File: src/rtl/core/circular_double_ended_queue_core_macros.svh
// Assertion macros for the deque core.
// Used by the top level only; expects signals named clock and reset in scope.
`ifndef CIRCULAR_DOUBLE_ENDED_QUEUE_CORE_MACROS_SVH
`define CIRCULAR_DOUBLE_ENDED_QUEUE_CORE_MACROS_SVH

// The consequent must hold in the same cycle as the trigger.
`define CDQ_ASSERT_NOW(label, trig, cons) \
   label: assert property (@(posedge clock) disable iff (reset) (trig) |-> (cons)) \
      else $error("deque core check failed");

// The consequent must hold in the cycle after the trigger.
`define CDQ_ASSERT_NEXT(label, trig, cons) \
   label: assert property (@(posedge clock) disable iff (reset) (trig) |=> (cons)) \
      else $error("deque core check failed");

`endif

File: src/rtl/core/cdq_pkg.sv
// Shared sizes, codes, types and value conversions for the deque core.
// No dependencies; every other file of the core but the assertion macros imports it.
package cdq_pkg;

   localparam int DEPTH = 8;
   localparam int DATA_WIDTH = 32;
   localparam int COUNT_WIDTH = $clog2(DEPTH + 1);

   localparam logic [COUNT_WIDTH-1:0] COUNT_DEPTH = COUNT_WIDTH'(DEPTH);

   typedef enum logic [1:0] {
      CMD_PUSH_FRONT = 2'd0,
      CMD_PUSH_REAR  = 2'd1,
      CMD_POP_FRONT  = 2'd2,
      CMD_POP_REAR   = 2'd3
   } cmd_type;

   typedef enum logic [1:0] {
      STATUS_DONE  = 2'd0,
      STATUS_FULL  = 2'd1,
      STATUS_EMPTY = 2'd2
   } status_type;

   typedef enum logic [1:0] {
      CELL_HOLD,
      CELL_FROM_LOWER,
      CELL_FROM_UPPER,
      CELL_FROM_VALUE
   } cell_sel_type;

   typedef enum logic [1:0] {
      CHAIN_HOLD,
      CHAIN_INSERT,
      CHAIN_REMOVE,
      CHAIN_APPEND
   } chain_mode_type;

   typedef struct packed {
      chain_mode_type         mode;
      logic [COUNT_WIDTH-1:0] count;
      logic [DATA_WIDTH-1:0]  value;
   } chain_ctrl_type;

   function automatic logic [DATA_WIDTH-1:0] to_slot(input logic [31:0] v);
      logic [63:0] w;
      w = {32'b0, v};
      return w[DATA_WIDTH-1:0];
   endfunction

   function automatic logic [31:0] from_slot(input logic [DATA_WIDTH-1:0] s);
      logic signed [DATA_WIDTH-1:0] ss;
      logic [63:0] w;
      ss = s;
      w = 64'(ss);
      return w[31:0];
   endfunction

endpackage

File: src/rtl/core/cdq_channels.sv
// Valid/ready channel interfaces for the deque core's command and response words.
// Depends on cdq_pkg.
interface cdq_req_if import cdq_pkg::*; ();
   logic               valid;
   logic               ready;
   logic [1:0]         command;
   logic signed [31:0] push_value;

   modport source (output valid, output command, output push_value, input ready);
   modport sink (input valid, input command, input push_value, output ready);
endinterface

interface cdq_rsp_if import cdq_pkg::*; ();
   logic               valid;
   logic               ready;
   logic [1:0]         status;
   logic signed [31:0] popped_value;
   logic               is_empty;
   logic               is_full;

   modport source (output valid, output status, output popped_value,
                   output is_empty, output is_full, input ready);
   modport sink (input valid, input status, input popped_value,
                 input is_empty, input is_full, output ready);
endinterface

File: src/rtl/core/cdq_cell.sv
// One storage cell of a deque chain: holds a slot and loads from a neighbor or the input.
// Depends on cdq_pkg.
module cdq_cell import cdq_pkg::*; (
   input  logic                  clock,
   input  cell_sel_type          sel,
   input  logic [DATA_WIDTH-1:0] lower_data,
   input  logic [DATA_WIDTH-1:0] upper_data,
   input  logic [DATA_WIDTH-1:0] value,
   output logic [DATA_WIDTH-1:0] data
);

   logic [DATA_WIDTH-1:0] data_ff;
   logic [DATA_WIDTH-1:0] data_in;

   always_comb begin
      unique case (sel)
         CELL_FROM_LOWER: data_in = lower_data;
         CELL_FROM_UPPER: data_in = upper_data;
         CELL_FROM_VALUE: data_in = value;
         default:         data_in = data_ff;
      endcase
   end

   always_ff @(posedge clock) begin
      data_ff <= data_in;
   end

   assign data = data_ff;

endmodule

File: src/rtl/core/cdq_chain.sv
// A row of cells holding the queue in order from cell zero, with shift and append moves.
// Depends on cdq_pkg and cdq_cell.
module cdq_chain import cdq_pkg::*; (
   input  logic                  clock,
   input  chain_ctrl_type        ctrl,
   output logic [DATA_WIDTH-1:0] head
);

   logic [DATA_WIDTH-1:0] data [DEPTH];
   cell_sel_type          sel [DEPTH];

   always_comb begin
      for (int i = 0; i < DEPTH; i++) begin
         unique case (ctrl.mode)
            CHAIN_INSERT: sel[i] = CELL_FROM_LOWER;
            CHAIN_REMOVE: sel[i] = CELL_FROM_UPPER;
            CHAIN_APPEND: sel[i] = (ctrl.count == COUNT_WIDTH'(i)) ? CELL_FROM_VALUE
                                                                    : CELL_HOLD;
            default:      sel[i] = CELL_HOLD;
         endcase
      end
   end

   for (genvar g = 0; g < DEPTH; g++) begin : g_cell
      logic [DATA_WIDTH-1:0] lower_data;
      logic [DATA_WIDTH-1:0] upper_data;

      if (g == 0) begin : g_first
         assign lower_data = ctrl.value;
      end else begin : g_inner_low
         assign lower_data = data[g-1];
      end

      if (g == DEPTH - 1) begin : g_last
         assign upper_data = data[g];
      end else begin : g_inner_high
         assign upper_data = data[g+1];
      end

      cdq_cell u_cell (
         .clock      (clock),
         .sel        (sel[g]),
         .lower_data (lower_data),
         .upper_data (upper_data),
         .value      (ctrl.value),
         .data       (data[g])
      );
   end

   assign head = data[0];

endmodule

File: src/rtl/core/circular_double_ended_queue_core.sv
// Double-ended queue of DEPTH entries: push or pop at either end, one command word per
// cycle, one response word per command. The response is registered in the cycle after its
// command is accepted, and a new command is taken in the same cycle as the response is
// taken, so the single response register sustains one word per cycle while responses are
// taken. The contents are kept in two cell chains in opposite order, so the front and the
// rear entry each sit in the first cell of a chain. No clearing pass follows reset.
// Depends on cdq_pkg, cdq_channels, cdq_chain and the assertion macros.
`include "circular_double_ended_queue_core_macros.svh"

module circular_double_ended_queue_core import cdq_pkg::*; (
   input  logic   clock,
   input  logic   reset,
   cdq_req_if.sink   req_port,
   cdq_rsp_if.source rsp_port
);

   logic [COUNT_WIDTH-1:0] count_ff;
   logic [COUNT_WIDTH-1:0] count_in;
   logic                   rsp_valid_ff;
   logic                   rsp_valid_in;
   status_type             status_ff;
   status_type             status_in;
   logic [31:0]            popped_ff;
   logic [31:0]            popped_in;
   logic                   empty_ff;
   logic                   full_ff;

   logic                   accept;
   logic                   is_push;
   cmd_type                cmd;
   chain_ctrl_type         front_ctrl;
   chain_ctrl_type         rear_ctrl;
   logic [DATA_WIDTH-1:0]  front_head;
   logic [DATA_WIDTH-1:0]  rear_head;

   assign req_port.ready = !rsp_valid_ff || rsp_port.ready;
   assign accept = req_port.valid && req_port.ready;
   assign cmd = cmd_type'(req_port.command);
   assign is_push = (cmd == CMD_PUSH_FRONT) || (cmd == CMD_PUSH_REAR);

   always_comb begin
      front_ctrl.mode  = CHAIN_HOLD;
      front_ctrl.count = count_ff;
      front_ctrl.value = to_slot(req_port.push_value);
      rear_ctrl        = front_ctrl;
      count_in         = count_ff;
      status_in        = STATUS_DONE;
      popped_in        = 32'd0;
      if (accept) begin
         unique case (cmd)
            CMD_PUSH_FRONT, CMD_PUSH_REAR: begin
               if (count_ff == COUNT_DEPTH) begin
                  status_in = STATUS_FULL;
               end else begin
                  count_in = count_ff + COUNT_WIDTH'(1);
                  if (cmd == CMD_PUSH_FRONT) begin
                     front_ctrl.mode = CHAIN_INSERT;
                     rear_ctrl.mode  = CHAIN_APPEND;
                  end else begin
                     front_ctrl.mode = CHAIN_APPEND;
                     rear_ctrl.mode  = CHAIN_INSERT;
                  end
               end
            end
            default: begin
               if (count_ff == '0) begin
                  status_in = STATUS_EMPTY;
               end else begin
                  count_in = count_ff - COUNT_WIDTH'(1);
                  if (cmd == CMD_POP_FRONT) begin
                     front_ctrl.mode = CHAIN_REMOVE;
                     popped_in = from_slot(front_head);
                  end else begin
                     rear_ctrl.mode = CHAIN_REMOVE;
                     popped_in = from_slot(rear_head);
                  end
               end
            end
         endcase
      end
   end

   always_comb begin
      rsp_valid_in = rsp_valid_ff && !rsp_port.ready;
      if (accept) begin
         rsp_valid_in = 1'b1;
      end
   end

   cdq_chain u_front_chain (
      .clock (clock),
      .ctrl  (front_ctrl),
      .head  (front_head)
   );

   cdq_chain u_rear_chain (
      .clock (clock),
      .ctrl  (rear_ctrl),
      .head  (rear_head)
   );

   always_ff @(posedge clock) begin
      if (reset) begin
         count_ff     <= '0;
         rsp_valid_ff <= 1'b0;
      end else begin
         count_ff     <= count_in;
         rsp_valid_ff <= rsp_valid_in;
      end
   end

   always_ff @(posedge clock) begin
      if (accept) begin
         status_ff <= status_in;
         popped_ff <= popped_in;
         empty_ff  <= (count_in == '0);
         full_ff   <= (count_in == COUNT_DEPTH);
      end
   end

   assign rsp_port.valid        = rsp_valid_ff;
   assign rsp_port.status       = status_ff;
   assign rsp_port.popped_value = popped_ff;
   assign rsp_port.is_empty     = empty_ff;
   assign rsp_port.is_full      = full_ff;

   `CDQ_ASSERT_NOW(a_count_range, 1'b1, count_ff <= COUNT_DEPTH)
   `CDQ_ASSERT_NEXT(a_full_refusal, accept && is_push, (status_ff == STATUS_FULL) == ($past(count_ff) == COUNT_DEPTH))
   `CDQ_ASSERT_NEXT(a_pop_count, accept && !is_push && (count_ff != '0), count_ff == $past(count_ff) - COUNT_WIDTH'(1))
   `CDQ_ASSERT_NOW(a_flags_match, rsp_valid_ff, (empty_ff == (count_ff == '0)) && (full_ff == (count_ff == COUNT_DEPTH)))

endmodule

File: src/flat_wrapper.sv
// flat-port wrapper written by rule: the top's interface ports become plain ports
module circular_double_ended_queue_core_flat import cdq_pkg::*;
  (clock, reset, req_port_valid, req_port_command, req_port_push_value, req_port_ready, rsp_port_valid, rsp_port_status, rsp_port_popped_value, rsp_port_is_empty, rsp_port_is_full, rsp_port_ready);
  cdq_req_if req_port_i ();
  cdq_rsp_if rsp_port_i ();
  input  logic clock;
  input  logic reset;
  input wire logic [$bits(req_port_i.valid)-1:0] req_port_valid;
  input wire logic [$bits(req_port_i.command)-1:0] req_port_command;
  input wire logic [$bits(req_port_i.push_value)-1:0] req_port_push_value;
  output wire logic [$bits(req_port_i.ready)-1:0] req_port_ready;
  output wire logic [$bits(rsp_port_i.valid)-1:0] rsp_port_valid;
  output wire logic [$bits(rsp_port_i.status)-1:0] rsp_port_status;
  output wire logic [$bits(rsp_port_i.popped_value)-1:0] rsp_port_popped_value;
  output wire logic [$bits(rsp_port_i.is_empty)-1:0] rsp_port_is_empty;
  output wire logic [$bits(rsp_port_i.is_full)-1:0] rsp_port_is_full;
  input wire logic [$bits(rsp_port_i.ready)-1:0] rsp_port_ready;
  assign req_port_i.valid = req_port_valid;
  assign req_port_i.command = req_port_command;
  assign req_port_i.push_value = req_port_push_value;
  assign req_port_ready = req_port_i.ready;
  assign rsp_port_valid = rsp_port_i.valid;
  assign rsp_port_status = rsp_port_i.status;
  assign rsp_port_popped_value = rsp_port_i.popped_value;
  assign rsp_port_is_empty = rsp_port_i.is_empty;
  assign rsp_port_is_full = rsp_port_i.is_full;
  assign rsp_port_i.ready = rsp_port_ready;
  circular_double_ended_queue_core u_core (.clock(clock), .reset(reset), .req_port(req_port_i), .rsp_port(rsp_port_i));
endmodule
File: config.mk
export PLATFORM = sky130hd
export DESIGN_NAME = circular_double_ended_queue_core_flat
export DESIGN_NICKNAME = d
export VERILOG_FILES = /design/src/rtl/core/cdq_pkg.sv /design/src/rtl/core/cdq_channels.sv /design/src/rtl/core/cdq_cell.sv /design/src/rtl/core/cdq_chain.sv /design/src/rtl/core/circular_double_ended_queue_core.sv /design/src/flat_wrapper.sv
export VERILOG_INCLUDE_DIRS = /design/src /design/src/rtl/core
export SDC_FILE = /design/constraint.sdc
export NUM_CORES = 1
export LEC_CHECK = 0
export ABC_CLOCK_PERIOD_IN_PS = 3900
export BUFFER_PORTS_ARGS = -buffer_cell sky130_fd_sc_hd__buf_4
export CORE_MARGIN = 5
export CORE_UTILIZATION = 40
export CTS_CLUSTER_SIZE = 24
export DETAILED_ROUTE_END_ITERATION = 10
export PLACE_DENSITY = 0.64
export REMOVE_ABC_BUFFERS = 1
export SYNTH_ARGS = -nofsm -noshare
export SYNTH_HDL_FRONTEND = slang
export SYNTH_SLANG_ARGS = --single-unit
export TNS_END_PERCENT = 10
File: constraint.sdc
create_clock -name clock -period 3.9 [get_ports clock]
set_input_delay 0.195 -clock clock [delete_from_list [all_inputs] [get_ports clock]]
set_output_delay 0.195 -clock clock [all_outputs]
set_load 0.005 [all_outputs]
==> impl_metrics.py, run 1 <==
metrics = {
    "run_status": {
        "status": "completed",
    },
    "floorplanning": {
        "core_um2": 65600,
        "die_h_um": 267,
        "die_area_um2": 71300,
        "pin_count": 76,
        "row_count": 94,
        "initial_utilization": 0.403,
        "die_x_um": 267,
    },
    "synthesis": {
        "synth-warning-count": 0,
        "synth-seq-cells": 553,
        "synthTopCellsByArea": "edfxtp_1 62%, a221o_1 15%, and2_1 9.2%",
        "synth_fa_ha_area_frac": 0.00237,
        "synth_xor_area_frac": 0.00133,
        "synth_cell_types": 50,
        "ys_seq_area_frac": 0.626,
        "synth_top_cell_area_share": 0.623,
        "synth-compound-area-share": 0.160,
        "synth-simple-area-share": 0.120,
        "synth_top_family_by_area": "compound AO/OA/AOI/OAI gates",
        "synth_ff_type": "edfxtp_1",
        "synthCells": 1853,
        "avgSynthCellArea_um2": 14.3,
        "yosys.area.top_type": "edfxtp_1",
        "netlist_area_um2": 26400,
        "synth_edf_count": 548,
        "async_reset_ff_frac": 0,
        "muxShareOfSynthArea": 0.0545,
    },
    "timing": {
        "final_hold_viol_count": 0,
        "max_freq_mhz": 316,
        "rsz0062_at_grt": "false",
        "drv_slew": 0,
        "finalSetupViolations": 0,
        "skew_ns": 0.0197,
        "tightest_slew_ns": 1.29,
        "slew_headroom": 0.141,
        "hold-worst-slack_ns": 0.0193,
        "period_needed_ns": 3.16,
        "finalCritPeriodShare": 0.810,
    },
    "place": {
        "gp_congestion": 0.855,
        "hpwl_um": 44900,
        "post_dp_cell_area_um2": 28000,
        "portBuffers": 75,
    },
    "clock_network": {
        "post-cts-setup-buffers": 0,
        "cts_buffer_depth": 3,
        "cts-root-buf": "clkbuf_16",
        "cts_buffers": 57,
        "insertion_delay_ns": 0.63,
        "clk_pin_slew_ns": 0.06,
        "clock_sinks": 553,
        "cts_hold_buf": 9,
        "post_cts_resized": 0,
        "cts_tree": "done",
        "htreeDepth": 2,
    },
    "detailed_routing": {
        "vias": 17176,
        "dr.pass1.iters": 6,
        "avgRoutedWirePerCell_um": 26.3,
        "drt_iter0_drc": 1949,
        "ant_nets": 0,
        "drcViolationCount": 0,
        "vias_per_cell": 6.19,
        "drt-total-wl_um": 73000,
    },
    "min_path": {
        "min_path_cells": 2,
        "hold_end": "u_core.u_front_chain.g_cell[7].u_cell.data[14]$_DFFE_PP_",
        "hold_start": "req_port_push_value[14]",
        "hold_path_class": "in -> reg",
    },
    "power": {
        "fin_total_pwr_mw": 14.8,
        "powerDensity_nw_per_um2": 495,
        "p_leak_nw": 10.3,
        "irDropWorstVdd_v": 0.000362,
    },
    "critical_path": {
        "r2r_cells": 7,
        "worstPathArrival_ns": 3.41,
        "required_ns": 4.15,
        "path_class": "reg -> reg",
        "r2r_slack_ns": 0.74,
        "crit_fanout": 32,
        "r2r-start": "u_core.count_ff[0]$_SDFF_PP0_",
        "end_kind": "flip-flop",
        "critPathLaunchType": "flip-flop",
        "r2r_end": "u_core.u_front_chain.g_cell[1].u_cell.data[24]$_DFFE_PP_",
    },
    "final_layout": {
        "finish.instance_area_um2": 29800,
        "final_nets": 1909,
        "multi_input_area_um2": 9190,
        "seqCellArea_um2": 16600,
        "drive_gt1_frac": 0.206,
        "n_fill_cell": 5835,
        "syn2layout_area_growth_pct": 12.9,
        "diodes": 0,
    },
    "global_route": {
        "grt_usage": 0.198,
        "grt_max_degree": 193,
        "overflow": 0,
        "grt_antenna_before_repair": 0,
        "grt_pass1_vias": 17452,
        "grt_pass1_wl_um": 110000,
    },
    "job": {
        "drv_cap": 0,
    },
}
[kinds of logic after synthesis]
kind of cell,count (synthesis)
flops,553
simple gates,527
compound gates,444
mux,128
buf+inv,192
fa+ha+maj,5
xor+xnor,4
[worst max path at each step]
| stage | start | endpoint | slack, ns | cells past startpoint |
|---|---|---|---|---|
| after CTS | u_core.count_ff[0]$_SDFF_PP0_ | u_core.u_front_chain.g_cell[1].u_cell.data[18]$_DFFE_PP_ | 0.75 | 7 |
| after floorplan | u_core.count_ff[0]$_SDFF_PP0_ | u_core.u_front_chain.g_cell[0].u_cell.data[0]$_DFFE_PP_ | -2.18 | 6 |
| final | u_core.count_ff[0]$_SDFF_PP0_ | u_core.u_front_chain.g_cell[1].u_cell.data[24]$_DFFE_PP_ | 0.74 | 7 |
| after detailed placement | u_core.count_ff[0]$_SDFF_PP0_ | u_core.u_front_chain.g_cell[1].u_cell.data[24]$_DFFE_PP_ | 0.76 | 7 |
| after global routing | u_core.count_ff[0]$_SDFF_PP0_ | u_core.u_front_chain.g_cell[1].u_cell.data[24]$_DFFE_PP_ | 0.56 | 7 |
| after global placement | u_core.count_ff[0]$_SDFF_PP0_ | u_core.u_front_chain.g_cell[1].u_cell.data[20]$_DFFE_PP_ | 0.86 | 7 |
[Yosys cell counts (all sizes together) (2+ instances only)]
| cell | n |
|---|---|
| a221o | 384 |
| and3 | 3 |
| nor2b | 7 |
| nand2 | 77 |
| and2 | 390 |
| or2 | 2 |
| o21ai | 5 |
| mux2 | 128 |
| nor4 | 13 |
| ha | 5 |
| clkbuf | 115 |
| nand3b | 6 |
| nand4b | 2 |
| inv | 5 |
| a21oi | 41 |
| a2111oi | 3 |
| nand2b | 11 |
| buf | 72 |
| edfxtp | 548 |
| nor2 | 3 |
| xnor2 | 4 |
| dfxtp | 5 |
| or3b | 4 |
| or3 | 3 |
[power breakdown]
part | total (mW) | internal, mW | switching, mW
Combinational | 1.79 | 0.768 | 1.03
Sequential | 7.63 | 7.30 | 0.330
Clock | 5.35 | 2.96 | 2.39
[metrics by stage]
step                      worst slack (ns)  utilization  setup TNS (ns)  std cells
after floorplan                      -2.18            -         -350.87       1666
after global placement               0.856        0.426               0       2662
after detailed placement             0.757        0.426               0       2662
after CTS                            0.752        0.455               0       2775
after global routing                 0.560        0.455               0       2775
final                                0.739        0.455               0       2775
[cell usage in the layout, fill, tap and decap left out, drive strengths merged, types with 2 or more instances in the layout]
cell	n
a221o	384
nor2b	7
nand4b	2
inv	7
a21oi	41
nand2b	11
edfxtp	548
nand2	77
nor4	13
dfxtp	5
clkinv	27
buf	132
nand3b	6
nor2	3
or3	3
clkbuf	70
or3b	4
or2	2
ha	5
and3	3
dlygate4sd3	9
o21ai	5
and2	390
bufinv	4
mux2	128
xnor2	4
a2111oi	3
[critical path, cell delays in order (launching register included)]
cell and delay (ns):
dfxtp_1 0.44, inv_1 0.12, ha_1 0.32, nand3b_1 0.26, nand2b_1 0.15, buf_4 0.20, or3_1 0.55, nand2_2 0.72
[per-layer routing]
metal	GRT usage	vias to the layer above	part of all wire
li1	-	7455	-
met3	0.0325	114	0.074
met1	0.292	8795	0.44
met4	0.0533	0	0.025
met5	0	-	0
met2	0.307	812	0.46
[cell type report]
| type | instances | area share |
|---|---|---|
| Inverter | 5 | 0.000629 |
| Multi-Input combinational cell | 1108 | 0.308 |
| Tap cell | 864 | 0.0362 |
| Clock inverter | 34 | 0.00998 |
| Timing Repair Buffer | 141 | 0.0408 |
| Clock buffer | 70 | 0.0494 |
| Sequential cell | 553 | 0.555 |
[registers in the layout (all words and copies together) (netlist names)]
signal	flops
u_core.rsp_port.is_full	1
u_core.rsp_port.status	2
u_core.u_front_chain.g_cell.u_cell.data	256
u_core.rsp_port.valid	1
u_core.u_rear_chain.g_cell.u_cell.data	256
u_core.count_ff	4
u_core.rsp_port.popped_value	32
u_core.rsp_port.is_empty	1
No activity file was read; power rests on OpenSTA's default activity.
==> run 2, diff against run 1 <==
- ABC_CLOCK_PERIOD_IN_PS: 3900 -> 2700
- clock period: 3.9 -> 2.7 ns (I/O delays scaled with it)
==> run 2 against run 1 <==
Net effect: the run now ends with negative setup slack left; hold slack gained 0.025 ns; combinational power grew 63%; via count grew 2.9%; non-clock buffer count grew 85; cell count grew 3.0%; design area grew 3.7%; clock-buffer cell count grew 5; power grew 46%; critical path depth shrank 1; first-iteration DRC count grew 1.1%.
==> impl_metrics.py, run 2 (synthesis results as in run 1) <==
metrics = {
    "detailed_routing": {
        "drt-total-wl_um": 76400,
        "vias_per_cell": 6.18,
        "vias": 17676,
        "drcViolationCount": 0,
        "drt_iter0_drc": 1971,
        "ant_nets": 0,
        "avgRoutedWirePerCell_um": 26.7,
        "dr.pass1.iters": 5,
    },
    "clock_network": {
        "clk_pin_slew_ns": 0.06,
        "htreeDepth": 2,
        "cts_buffers": 56,
        "clock_sinks": 553,
        "cts_tree": "done",
        "cts_buffer_depth": 3,
        "insertion_delay_ns": 0.63,
        "cts-root-buf": "clkbuf_16",
    },
    "timing": {
        "skew_ns": 0.0222,
        "fin_ws_ns": -0.0460,
        "slew_headroom": 0.221,
        "final_hold_viol_count": 0,
        "finalSetupViolations": 32,
        "hold-worst-slack_ns": 0.0447,
        "tightest_slew_ns": 1.17,
        "rsz0062_at_grt": "true",
        "max_freq_mhz": 364,
        "drv_slew": 0,
        "period_needed_ns": 2.75,
        "finalCritPeriodShare": 1.02,
    },
    "place": {
        "portBuffers": 75,
        "dp.cells": 2714,
        "hpwl_um": 47300,
        "gp_congestion": 0.852,
        "pre_cts_slack_ns": 0.00627,
    },
    "critical_path": {
        "r2r_end": "u_core.u_rear_chain.g_cell[3].u_cell.data[4]$_DFFE_PP_",
        "end_kind": "flip-flop",
        "r2r_slack_ns": -0.05,
        "startpoint": "u_core.count_ff[1]$_SDFF_PP0_",
        "path_class": "reg -> reg",
        "worstPathArrival_ns": 3.24,
        "crit_fanout": 16,
        "r2r_cells": 6,
        "r2r-start": "u_core.count_ff[1]$_SDFF_PP0_",
        "required_ns": 3.19,
        "critPathLaunchType": "flip-flop",
    },
    "final_layout": {
        "drive_gt1_frac": 0.224,
        "syn2layout_area_growth_pct": 17.1,
        "mostFrequentLayoutCells": "548 x edfxtp_1, 387 x and2_1, 384 x a221o_1",
        "multi_input_area_um2": 9220,
        "diodes": 0,
        "post-route-util": 0.472,
        "final_nets": 1996,
        "seqCellArea_um2": 16600,
        "final_common_cell": "edfxtp_1",
        "n_fill_cell": 5667,
        "fin_cells": 2858,
    },
    "global_route": {
        "grt_pass1_wl_um": 112000,
        "overflow": 0,
        "grt_antenna_before_repair": 1,
        "grt_usage": 0.202,
        "grt_pass1_vias": 17660,
        "grt_max_degree": 72,
    },
    "min_path": {
        "hold_end": "u_core.rsp_port.valid$_SDFF_PP0_",
        "min_path_cells": 3,
        "hold_path_class": "in -> reg",
        "hold_start": "req_port_valid",
    },
    "floorplanning": {
        "core_um2": 65600,
        "initial_utilization": 0.403,
        "row_count": 94,
        "die_area_um2": 71300,
        "die_x_um": 267,
        "pin_count": 76,
        "die_h_um": 267,
    },
    "power": {
        "fin_total_pwr_mw": 21.6,
        "p_leak_nw": 10.8,
        "powerDensity_nw_per_um2": 698,
        "irDropWorstVdd_v": 0.000423,
    },
    "job": {
        "drv_cap": 0,
    },
    "run_status": {
        "status": "finished with violations",
        "violations": "negative setup slack",
    },
}
==> run 2: cell types whose count changed in the layout (fill, tap and decap cells not counted), sizes merged <==
cell | before | now
a21oi | 41 | 44
buf | 132 | 191
clkbuf | 70 | 75
clkinv | 27 | 20
clkinvlp | 1 | 0
dlygate4sd3 | 9 | 35
inv | 7 | 5
==> run 2: how the worst max path moves through the flow <==
stage | depth (start not counted) | slack (ns) | to
after CTS | 6 | 0.0003 | u_core.u_rear_chain.g_cell[1].u_cell.data[12]$_DFFE_PP_
after global placement | 6 | 0.10 | u_core.u_rear_chain.g_cell[1].u_cell.data[29]$_DFFE_PP_
after detailed placement | 6 | 0.006 | u_core.u_rear_chain.g_cell[2].u_cell.data[13]$_DFFE_PP_
final | 6 | -0.05 | u_core.u_rear_chain.g_cell[3].u_cell.data[4]$_DFFE_PP_
after global routing | 6 | -0.12 | u_core.u_rear_chain.g_cell[3].u_cell.data[30]$_DFFE_PP_
after floorplan | 6 | -3.38 | u_core.u_front_chain.g_cell[0].u_cell.data[0]$_DFFE_PP_
==> run 2: repair_timing <==
action	4_1_cts	5_1_grt
setup buffers	0	7
endpoints found under the hold margin	157	0
endpoints found under the setup margin	0	96
hold buffers	35	0
resized for setup	0	1
==> run 2: final cells by class <==
cell class | instances | area share
flip-flops and latches | 553 | 0.535
clock buffers | 75 | 0.0485
well taps | 864 | 0.0349
repair buffers | 226 | 0.0750
multi-input cells | 1111 | 0.298
clock inverters | 24 | 0.00812
inverters | 5 | 0.000606
==> run 2: through the flow <==
stage / TNS (ns) / cell area, um2
2_1_floorplan: -1208.42 / 25500
3_3_place_gp: 0 / 28800
6_report: -0.869 / 31000
5_1_grt: -3.12 / 31000
3_5_place_dp: 0 / 28800
4_1_cts: 0 / 30900
==> run 2: power by group <==
group          internal, mW  switching [mW]
logic                  1.32            1.61
clock network          4.29            3.40
registers              10.5           0.449
==> run 2: per-layer routing <==
layer,vias to the layer above,track usage,share of wire
met1,9019,0.296,0.44
li1,7640,-,-
met2,891,0.311,0.45
met4,0,0.0537,0.024
met5,-,0,0
met3,126,0.0377,0.081
==> run 2: critical path, cell delays in order (launching register included) <==
cell	delay, ns
dfxtp_1	0.31
inv_1	0.12
ha_1	0.24
or3b_1	0.45
and2_4	0.30
a21oi_2	0.90
a221o_1	0.30
